## src/sv/ipacl_pkg.sv

```systemverilog
// shared types, constants and codes for the ip address acl filter
package ipacl_pkg;

    // table sizes
    localparam int SINGLE_RULES = 16;
    localparam int RANGE_RULES  = 16;

    // entry index widths (at least one bit)
    localparam int SIDX_W = (SINGLE_RULES > 1) ? $clog2(SINGLE_RULES) : 1;
    localparam int RIDX_W = (RANGE_RULES > 1) ? $clog2(RANGE_RULES) : 1;

    localparam int ADDR_W = 32;
    localparam logic [ADDR_W-1:0] ADDR_ALL_ONES = 32'hffffffff;
    localparam logic [5:0] PREFIX_FULL = 6'd32;

    // command codes
    typedef enum logic [2:0] {
        CMD_ADD_SINGLE = 3'd0,
        CMD_ADD_CIDR   = 3'd1,
        CMD_ADD_RANGE  = 3'd2,
        CMD_CLEAR      = 3'd3,
        CMD_CHECK      = 3'd4
    } acl_cmd_t;

    // result status codes
    typedef enum logic [1:0] {
        ST_OK       = 2'd0,
        ST_DUP_KEY  = 2'd1,
        ST_REVERSED = 2'd2,
        ST_FULL     = 2'd3
    } acl_status_t;

    // controller states
    typedef enum logic [1:0] {
        S_IDLE,
        S_LAUNCH,
        S_SCAN,
        S_COMMIT
    } acl_state_t;

    // token walking the single-address chain
    typedef struct packed {
        logic              active;
        logic              check;
        logic [ADDR_W-1:0] addr;
        logic              dup;
        logic              free_found;
        logic [SIDX_W-1:0] free_idx;
        logic              seen_allow;
        logic              seen_deny;
    } acl_stok_t;

    // token walking the range chain
    typedef struct packed {
        logic              active;
        logic              check;
        logic [ADDR_W-1:0] addr;
        logic              dup;
        logic              free_found;
        logic [RIDX_W-1:0] free_idx;
        logic              seen_allow;
        logic              seen_deny;
    } acl_rtok_t;

    // write into one single-address entry
    typedef struct packed {
        logic              en;
        logic [SIDX_W-1:0] idx;
        logic [ADDR_W-1:0] addr;
        logic              allow;
    } acl_swr_t;

    // write into one range entry
    typedef struct packed {
        logic              en;
        logic [RIDX_W-1:0] idx;
        logic [ADDR_W-1:0] lo;
        logic [ADDR_W-1:0] hi;
        logic              allow;
    } acl_rwr_t;

endpackage

```

## src/sv/ipacl_single_cell.sv

```systemverilog
// one exact-address rule entry with its stage of the lookup chain
module ipacl_single_cell (
    input  logic                           aclk,
    input  logic                           aresetn,
    input  logic [ipacl_pkg::SIDX_W-1:0]   cell_index,
    input  logic                           clear,
    input  ipacl_pkg::acl_swr_t            wr,
    input  ipacl_pkg::acl_stok_t           tok_in,
    output ipacl_pkg::acl_stok_t           tok_out
);

    logic                          valid_reg;
    logic [ipacl_pkg::ADDR_W-1:0]  addr_reg;
    logic                          allow_reg;
    ipacl_pkg::acl_stok_t          tok_reg;
    ipacl_pkg::acl_stok_t          tok_next;
    logic                          match;
    logic                          wr_hit;

    assign wr_hit = wr.en && (wr.idx == cell_index);
    assign match  = valid_reg && (addr_reg == tok_in.addr);

    // fold this entry into the passing token
    always_comb begin
        tok_next = tok_in;
        if (match) begin
            if (tok_in.check) begin
                if (allow_reg) begin
                    tok_next.seen_allow = 1'b1;
                end else begin
                    tok_next.seen_deny = 1'b1;
                end
            end else begin
                tok_next.dup = 1'b1;
            end
        end
        if (!valid_reg && !tok_in.free_found) begin
            tok_next.free_found = 1'b1;
            tok_next.free_idx   = cell_index;
        end
    end

    // token stage
    always_ff @(posedge aclk) begin
        if (!aresetn) begin
            tok_reg.active <= 1'b0;
        end else begin
            tok_reg <= tok_next;
        end
    end

    // entry valid bit
    always_ff @(posedge aclk) begin
        if (!aresetn) begin
            valid_reg <= 1'b0;
        end else if (clear) begin
            valid_reg <= 1'b0;
        end else if (wr_hit) begin
            valid_reg <= 1'b1;
        end
    end

    // entry payload
    always_ff @(posedge aclk) begin
        if (wr_hit) begin
            addr_reg  <= wr.addr;
            allow_reg <= wr.allow;
        end
    end

    assign tok_out = tok_reg;

endmodule

```

## src/sv/ipacl_range_cell.sv

```systemverilog
// one address-range rule entry with its stage of the lookup chain
module ipacl_range_cell (
    input  logic                           aclk,
    input  logic                           aresetn,
    input  logic [ipacl_pkg::RIDX_W-1:0]   cell_index,
    input  logic                           clear,
    input  ipacl_pkg::acl_rwr_t            wr,
    input  ipacl_pkg::acl_rtok_t           tok_in,
    output ipacl_pkg::acl_rtok_t           tok_out
);

    logic                          valid_reg;
    logic [ipacl_pkg::ADDR_W-1:0]  lo_reg;
    logic [ipacl_pkg::ADDR_W-1:0]  hi_reg;
    logic                          allow_reg;
    ipacl_pkg::acl_rtok_t          tok_reg;
    ipacl_pkg::acl_rtok_t          tok_next;
    logic                          in_range;
    logic                          key_hit;
    logic                          wr_hit;

    assign wr_hit   = wr.en && (wr.idx == cell_index);
    assign in_range = valid_reg && (lo_reg <= tok_in.addr) && (tok_in.addr <= hi_reg);
    assign key_hit  = valid_reg && (lo_reg == tok_in.addr);

    // fold this entry into the passing token
    always_comb begin
        tok_next = tok_in;
        if (tok_in.check) begin
            if (in_range) begin
                if (allow_reg) begin
                    tok_next.seen_allow = 1'b1;
                end else begin
                    tok_next.seen_deny = 1'b1;
                end
            end
        end else if (key_hit) begin
            tok_next.dup = 1'b1;
        end
        if (!valid_reg && !tok_in.free_found) begin
            tok_next.free_found = 1'b1;
            tok_next.free_idx   = cell_index;
        end
    end

    // token stage
    always_ff @(posedge aclk) begin
        if (!aresetn) begin
            tok_reg.active <= 1'b0;
        end else begin
            tok_reg <= tok_next;
        end
    end

    // entry valid bit
    always_ff @(posedge aclk) begin
        if (!aresetn) begin
            valid_reg <= 1'b0;
        end else if (clear) begin
            valid_reg <= 1'b0;
        end else if (wr_hit) begin
            valid_reg <= 1'b1;
        end
    end

    // entry payload
    always_ff @(posedge aclk) begin
        if (wr_hit) begin
            lo_reg    <= wr.lo;
            hi_reg    <= wr.hi;
            allow_reg <= wr.allow;
        end
    end

    assign tok_out = tok_reg;

endmodule

```

## src/sv/ip_address_acl_filter_core.sv

```systemverilog
// ipv4 access-control engine: controller plus exact-address and range rule chains
//
// Input channel s_*: one beat carries a command (add single address, add cidr
// prefix, add range, clear all, check address) with its operands. Output
// channel m_*: exactly one beat per command, a status (ok, duplicate key,
// reversed range, table full) and an accept verdict for checks.
// The filter mode (blacklist or whitelist) is written through cfg_wr_en and
// cfg_wr_data; the user must write it only while idle (the block has no guard).
// Each command sends a token down two rows of rule cells, one entry per cell,
// one cell per cycle; the token gathers duplicate, free-slot and match flags.
// One command is in flight at a time: a new input beat is taken only in idle.
// Adds are written into the lowest free entry when the token has passed.
// The output beat sits in a register: while it waits on m_ready the next
// command is still taken and scanned, and only its write-back and result
// wait for the register to empty.
// Reset (aresetn, synchronous, active low) empties both tables, drops any
// pending result and sets blacklist mode.
module ip_address_acl_filter_core (
    input  logic        aclk,
    input  logic        aresetn,
    // configuration
    input  logic        cfg_wr_en,
    input  logic        cfg_wr_data,
    // command beats
    input  logic        s_valid,
    output logic        s_ready,
    input  logic [2:0]  s_command,
    input  logic [31:0] s_address,
    input  logic [31:0] s_address_end,
    input  logic [5:0]  s_prefix_length,
    input  logic        s_allow_rule,
    // result beats
    output logic        m_valid,
    input  logic        m_ready,
    output logic [1:0]  m_status,
    output logic        m_accept
);

    localparam int SN = ipacl_pkg::SINGLE_RULES;
    localparam int RN = ipacl_pkg::RANGE_RULES;

    ipacl_pkg::acl_state_t         state_reg;
    ipacl_pkg::acl_state_t         state_next;

    logic                          filter_mode_reg;
    logic [2:0]                    cmd_reg;
    logic [ipacl_pkg::ADDR_W-1:0]  addr_reg;
    logic [ipacl_pkg::ADDR_W-1:0]  hi_reg;
    logic                          allow_reg;

    logic [ipacl_pkg::ADDR_W-1:0]  pfx_mask;
    logic [ipacl_pkg::ADDR_W-1:0]  lo_in;
    logic [ipacl_pkg::ADDR_W-1:0]  hi_in;

    ipacl_pkg::acl_stok_t          s_chain [SN+1];
    ipacl_pkg::acl_rtok_t          r_chain [RN+1];
    ipacl_pkg::acl_stok_t          s_res_reg;
    ipacl_pkg::acl_rtok_t          r_res_reg;
    logic                          s_done_reg;
    logic                          r_done_reg;

    logic                          launch;
    logic                          commit_fire;
    logic                          out_free;
    logic                          in_fire;
    logic                          tbl_clear;
    ipacl_pkg::acl_swr_t           swr;
    ipacl_pkg::acl_rwr_t           rwr;
    logic [1:0]                    status_c;
    logic                          accept_c;
    logic                          seen_allow;
    logic                          seen_deny;

    logic                          m_valid_reg;
    logic                          m_valid_next;
    logic [1:0]                    m_status_reg;
    logic                          m_accept_reg;

    assign in_fire  = s_valid && s_ready;
    assign out_free = !m_valid_reg || m_ready;

    // filter mode register
    always_ff @(posedge aclk) begin
        if (!aresetn) begin
            filter_mode_reg <= 1'b0;
        end else if (cfg_wr_en) begin
            filter_mode_reg <= cfg_wr_data;
        end
    end

    // cidr expansion to network and broadcast addresses
    always_comb begin
        if (s_prefix_length >= ipacl_pkg::PREFIX_FULL) begin
            pfx_mask = ipacl_pkg::ADDR_ALL_ONES;
        end else begin
            pfx_mask = ~(ipacl_pkg::ADDR_ALL_ONES >> s_prefix_length);
        end
        if (s_command == ipacl_pkg::CMD_ADD_CIDR) begin
            lo_in = s_address & pfx_mask;
            hi_in = (s_address & pfx_mask) | ~pfx_mask;
        end else begin
            lo_in = s_address;
            hi_in = s_address_end;
        end
    end

    // command capture
    always_ff @(posedge aclk) begin
        if (in_fire) begin
            cmd_reg   <= s_command;
            addr_reg  <= lo_in;
            hi_reg    <= hi_in;
            allow_reg <= s_allow_rule;
        end
    end

    // token launch into both chains
    always_comb begin
        s_chain[0]            = '0;
        s_chain[0].active     = launch;
        s_chain[0].check      = (cmd_reg == ipacl_pkg::CMD_CHECK);
        s_chain[0].addr       = addr_reg;
        r_chain[0]            = '0;
        r_chain[0].active     = launch;
        r_chain[0].check      = (cmd_reg == ipacl_pkg::CMD_CHECK);
        r_chain[0].addr       = addr_reg;
    end

    // exact-address rule cells
    for (genvar i = 0; i < SN; i++) begin : g_single
        ipacl_single_cell u_cell (
            .aclk       (aclk),
            .aresetn    (aresetn),
            .cell_index (ipacl_pkg::SIDX_W'(i)),
            .clear      (tbl_clear),
            .wr         (swr),
            .tok_in     (s_chain[i]),
            .tok_out    (s_chain[i+1])
        );
    end

    // range rule cells
    for (genvar j = 0; j < RN; j++) begin : g_range
        ipacl_range_cell u_cell (
            .aclk       (aclk),
            .aresetn    (aresetn),
            .cell_index (ipacl_pkg::RIDX_W'(j)),
            .clear      (tbl_clear),
            .wr         (rwr),
            .tok_in     (r_chain[j]),
            .tok_out    (r_chain[j+1])
        );
    end

    // catch tokens leaving the chains
    always_ff @(posedge aclk) begin
        if (!aresetn) begin
            s_done_reg <= 1'b0;
            r_done_reg <= 1'b0;
        end else if (launch) begin
            s_done_reg <= 1'b0;
            r_done_reg <= 1'b0;
        end else begin
            if (s_chain[SN].active) begin
                s_done_reg <= 1'b1;
            end
            if (r_chain[RN].active) begin
                r_done_reg <= 1'b1;
            end
        end
    end

    always_ff @(posedge aclk) begin
        if (s_chain[SN].active) begin
            s_res_reg <= s_chain[SN];
        end
        if (r_chain[RN].active) begin
            r_res_reg <= r_chain[RN];
        end
    end

    // next state
    always_comb begin
        state_next = state_reg;
        unique case (state_reg)
            ipacl_pkg::S_IDLE: begin
                if (in_fire) begin
                    state_next = ipacl_pkg::S_LAUNCH;
                end
            end
            ipacl_pkg::S_LAUNCH: begin
                state_next = ipacl_pkg::S_SCAN;
            end
            ipacl_pkg::S_SCAN: begin
                if (s_done_reg && r_done_reg) begin
                    state_next = ipacl_pkg::S_COMMIT;
                end
            end
            ipacl_pkg::S_COMMIT: begin
                if (out_free) begin
                    state_next = ipacl_pkg::S_IDLE;
                end
            end
            default: begin
                state_next = ipacl_pkg::S_IDLE;
            end
        endcase
    end

    // state outputs
    always_comb begin
        s_ready     = 1'b0;
        launch      = 1'b0;
        commit_fire = 1'b0;
        unique case (state_reg)
            ipacl_pkg::S_IDLE:   s_ready     = 1'b1;
            ipacl_pkg::S_LAUNCH: launch      = 1'b1;
            ipacl_pkg::S_SCAN:   launch      = 1'b0;
            ipacl_pkg::S_COMMIT: commit_fire = out_free;
            default:             s_ready     = 1'b0;
        endcase
    end

    always_ff @(posedge aclk) begin
        if (!aresetn) begin
            state_reg <= ipacl_pkg::S_IDLE;
        end else begin
            state_reg <= state_next;
        end
    end

    // verdict from gathered match flags
    assign seen_allow = s_res_reg.seen_allow || r_res_reg.seen_allow;
    assign seen_deny  = s_res_reg.seen_deny || r_res_reg.seen_deny;

    // decide status, table write-back and verdict
    always_comb begin
        status_c  = ipacl_pkg::ST_OK;
        accept_c  = 1'b0;
        tbl_clear = 1'b0;
        swr       = '0;
        rwr       = '0;
        swr.idx   = s_res_reg.free_idx;
        swr.addr  = addr_reg;
        swr.allow = allow_reg;
        rwr.idx   = r_res_reg.free_idx;
        rwr.lo    = addr_reg;
        rwr.hi    = hi_reg;
        rwr.allow = allow_reg;
        unique case (cmd_reg)
            ipacl_pkg::CMD_ADD_SINGLE: begin
                if (s_res_reg.dup) begin
                    status_c = ipacl_pkg::ST_DUP_KEY;
                end else if (!s_res_reg.free_found) begin
                    status_c = ipacl_pkg::ST_FULL;
                end else begin
                    swr.en = commit_fire;
                end
            end
            ipacl_pkg::CMD_ADD_CIDR, ipacl_pkg::CMD_ADD_RANGE: begin
                if (addr_reg > hi_reg) begin
                    status_c = ipacl_pkg::ST_REVERSED;
                end else if (r_res_reg.dup) begin
                    status_c = ipacl_pkg::ST_DUP_KEY;
                end else if (!r_res_reg.free_found) begin
                    status_c = ipacl_pkg::ST_FULL;
                end else begin
                    rwr.en = commit_fire;
                end
            end
            ipacl_pkg::CMD_CLEAR: begin
                tbl_clear = commit_fire;
            end
            ipacl_pkg::CMD_CHECK: begin
                if (seen_allow) begin
                    accept_c = !seen_deny;
                end else if (seen_deny) begin
                    accept_c = 1'b0;
                end else begin
                    accept_c = !filter_mode_reg;
                end
            end
            default: begin
                status_c = ipacl_pkg::ST_OK;
            end
        endcase
    end

    // output register
    always_comb begin
        if (commit_fire) begin
            m_valid_next = 1'b1;
        end else if (m_ready) begin
            m_valid_next = 1'b0;
        end else begin
            m_valid_next = m_valid_reg;
        end
    end

    always_ff @(posedge aclk) begin
        if (!aresetn) begin
            m_valid_reg <= 1'b0;
        end else begin
            m_valid_reg <= m_valid_next;
        end
    end

    always_ff @(posedge aclk) begin
        if (commit_fire) begin
            m_status_reg <= status_c;
            m_accept_reg <= accept_c;
        end
    end

    assign m_valid  = m_valid_reg;
    assign m_status = m_status_reg;
    assign m_accept = m_accept_reg;

endmodule

```

## config.mk

```make
export PLATFORM = sky130hd
export DESIGN_NAME = ip_address_acl_filter_core
export DESIGN_NICKNAME = d
export VERILOG_FILES = /design/src/sv/ipacl_pkg.sv /design/src/sv/ipacl_single_cell.sv /design/src/sv/ipacl_range_cell.sv /design/src/sv/ip_address_acl_filter_core.sv
export SDC_FILE = /design/constraint.sdc
export NUM_CORES = 2
export LEC_CHECK = 0
export BUFFER_PORTS_ARGS = -buffer_cell sky130_fd_sc_hd__buf_2
export CAP_MARGIN = 20
export CORE_MARGIN = 3
export CORE_UTILIZATION = 58
export DETAILED_ROUTE_END_ITERATION = 16
export HOLD_SLACK_MARGIN = 0.12
export PLACE_DENSITY_LB_ADDON = 0.3
export SLEW_MARGIN = 0
export SYNTH_ARGS = -nofsm -noshare
export SYNTH_HDL_FRONTEND = slang
export SYNTH_HIERARCHICAL = 1
export SYNTH_SLANG_ARGS = --single-unit
```

## constraint.sdc

```tcl
create_clock -name aclk -period 11 [get_ports aclk]
set_input_delay 0.55 -clock aclk [delete_from_list [all_inputs] [get_ports aclk]]
set_output_delay 0.55 -clock aclk [all_outputs]
set_load 0.05 [all_outputs]
```

==> results.ini <==
[global_routing]
groute.usage.overall_pct=28.22
grt_antenna_before_repair=33
grt_max_degree=179
grt_pass1_wl_um=465400
grt_pass1_vias=73940
grt_overflow_total=0

[final_layout]
filler_cell_count=14520
drive_gt1_share_pct=9.347
utilization_pct=66.33
syn_to_final_growth_pct=13.18
fin_nets=10460

[worst_hold_path]
hp-class=input port to flop

[clocking]
path_clk_slew_ps=70
cts_tree=yes
cts_buffers=311
insertion_delay_ps=980
root_buffer=clkbuf_16
clock-sinks=2971
post_cts_buffers=0
clk_path_buf_depth=4
h-tree-depth=5

[critical_path]
endpoint_kind=flop
crit_chain=inv_1 -> ha_1 -> nand4_1 -> nor2_1 -> nand2_1 -> nor4_1 -> a211oi_2 -> nor4b_2 -> buf_4 -> o21ai_0 -> nor4b_2 -> buf_4
crit_path_max_incr_delay_ps=940
cp_data_required_time_ps=11530
path_class=flop to flop
cp.arrival_ps=5590
startpoint_type=flop
crit_slowest_cell=edfxtp_1
critPathMaxFanout=66

[sta]
maxSlewHeadroom_pct=14.39
maxSlewViolCount=0
fmax_mhz=197.7
tns_ps=0
finalHoldViolCount=0
period_needed_ps=5059
worst_pin_slew_ps=1272
rsz0062_at_grt=no
setup_viol=0
fin_crit_sh_pct=45.99
fin_skew_ps=75.26

[routing]
vias=73440
ant_nets=0
wl_per_cell_um=25.70
vias_per_cell=5.911
dr.pass1.iters=8
wl_um=319200
remaining_drc_errors=0
drt_iter0_drc=8250

[power_and_ir_drop]
powerDensity_nw_per_um2=180.5
ir_drop_mv=0.1344
p_leak_nw=56.12

[job]
maxCapViolCount=0

[die]
coreArea_um2=218000
die_area_um2=226000
rows=171
dieWidth_um=475.4
pin_count=85
start_util_pct=58.60
die_y_um=475.4

[placed_design]
finalWeightedCongestion=0.9769
portBuffers=84
dp_hpwl_um=219800

[synthesis]
syn_inst=8473
ys_warn_count=6
synth_area_um2=127800
avgSynthCellArea_um2=15.08

[run_status]
status=completed

==> final timing paths <==
| kind | from | end | slack (ps) | cells after the start |
|---|---|---|---|---|
| max | hi_reg[31] | g_range[2].u_cell/lo_reg[20] | 5940 | 12 |
| min | aresetn | g_single[14].u_cell/tok_out[14] | 130 | 1 |
| max reg2reg | hi_reg[31] | g_range[2].u_cell/lo_reg[20] | 5940 | 12 |
| min reg2reg | g_range[15].u_cell/tok_out[0] | r_res_reg[0] | 400 | 0 |
==> report_power, final <==
part	leakage, nW	total (mW)	switching [mW]	internal, mW
registers	27.6	13.6	0.406	13.2
logic	23.7	2.21	1.62	0.593
clock network	4.83	10.3	4.20	6.06
total	56.1	26.1	6.22	19.9
==> per-layer routing <==
metal	vias to the layer above	routed length (um)	GRT usage, %
met5	-	13	0
met3	805	23100	3.844
met2	3129	146600	44.13
met1	36420	125500	37.35
met4	2	23990	18.66
li1	33080	-	-
==> repair_timing <==
item                      CTS  global route
resized for setup           0             0
hold buffers               56             1
hold endpoints to repair   49             1
==> worst max-delay path, delay by kind of cell, from the launching register on <==
family / cells / cell delay [ps]
AND/OR/NAND/NOR: 6 / 1720
buffers and inverters: 3 / 1240
flip-flops: 1 / 940
adder cells (fa/ha/maj): 1 / 350
AO/OA/AOI/OAI: 2 / 270
==> metrics by stage <==
step                      setup WS (ps)  area (um^2)  hold WS, ps  power, mW  cells
final                              5941       144600        133.2      26.10  12420
after global routing               5607       144600        132.0      26.87  12420
after detailed placement           6012       134100        407.2      16.00  11810
after global placement             6162       134100        405.4      15.89  11800
after CTS                          5964       144600        123.2      26.20  12410
after floorplan                   352.2       128800        400.3      14.65   8745
==> placed cells by master (no fill, tap or decap), drive strengths merged, types with 223 or more instances in the layout <==
cell / n
a21oi: 426
buf: 223
clkbuf: 393
conb: 274
edfxtp: 2901
ha: 1060
inv: 1325
nand2: 271
nand4: 310
xnor2: 385
==> area by class of cell <==
cell class | instances | area (um^2) | area share, %
clock inverter | 152 | 1544 | 1.068
multi-input combinational | 4438 | 35500 | 24.54
clock buffer | 392 | 8314 | 5.749
tap | 2854 | 3571 | 2.469
timing repair buffer | 281 | 2180 | 1.507
sequential | 2971 | 88510 | 61.21
inverter | 1320 | 4955 | 3.426
antenna | 16 | 40.04 | 0.02769
No activity file was read; power rests on OpenSTA's default activity.
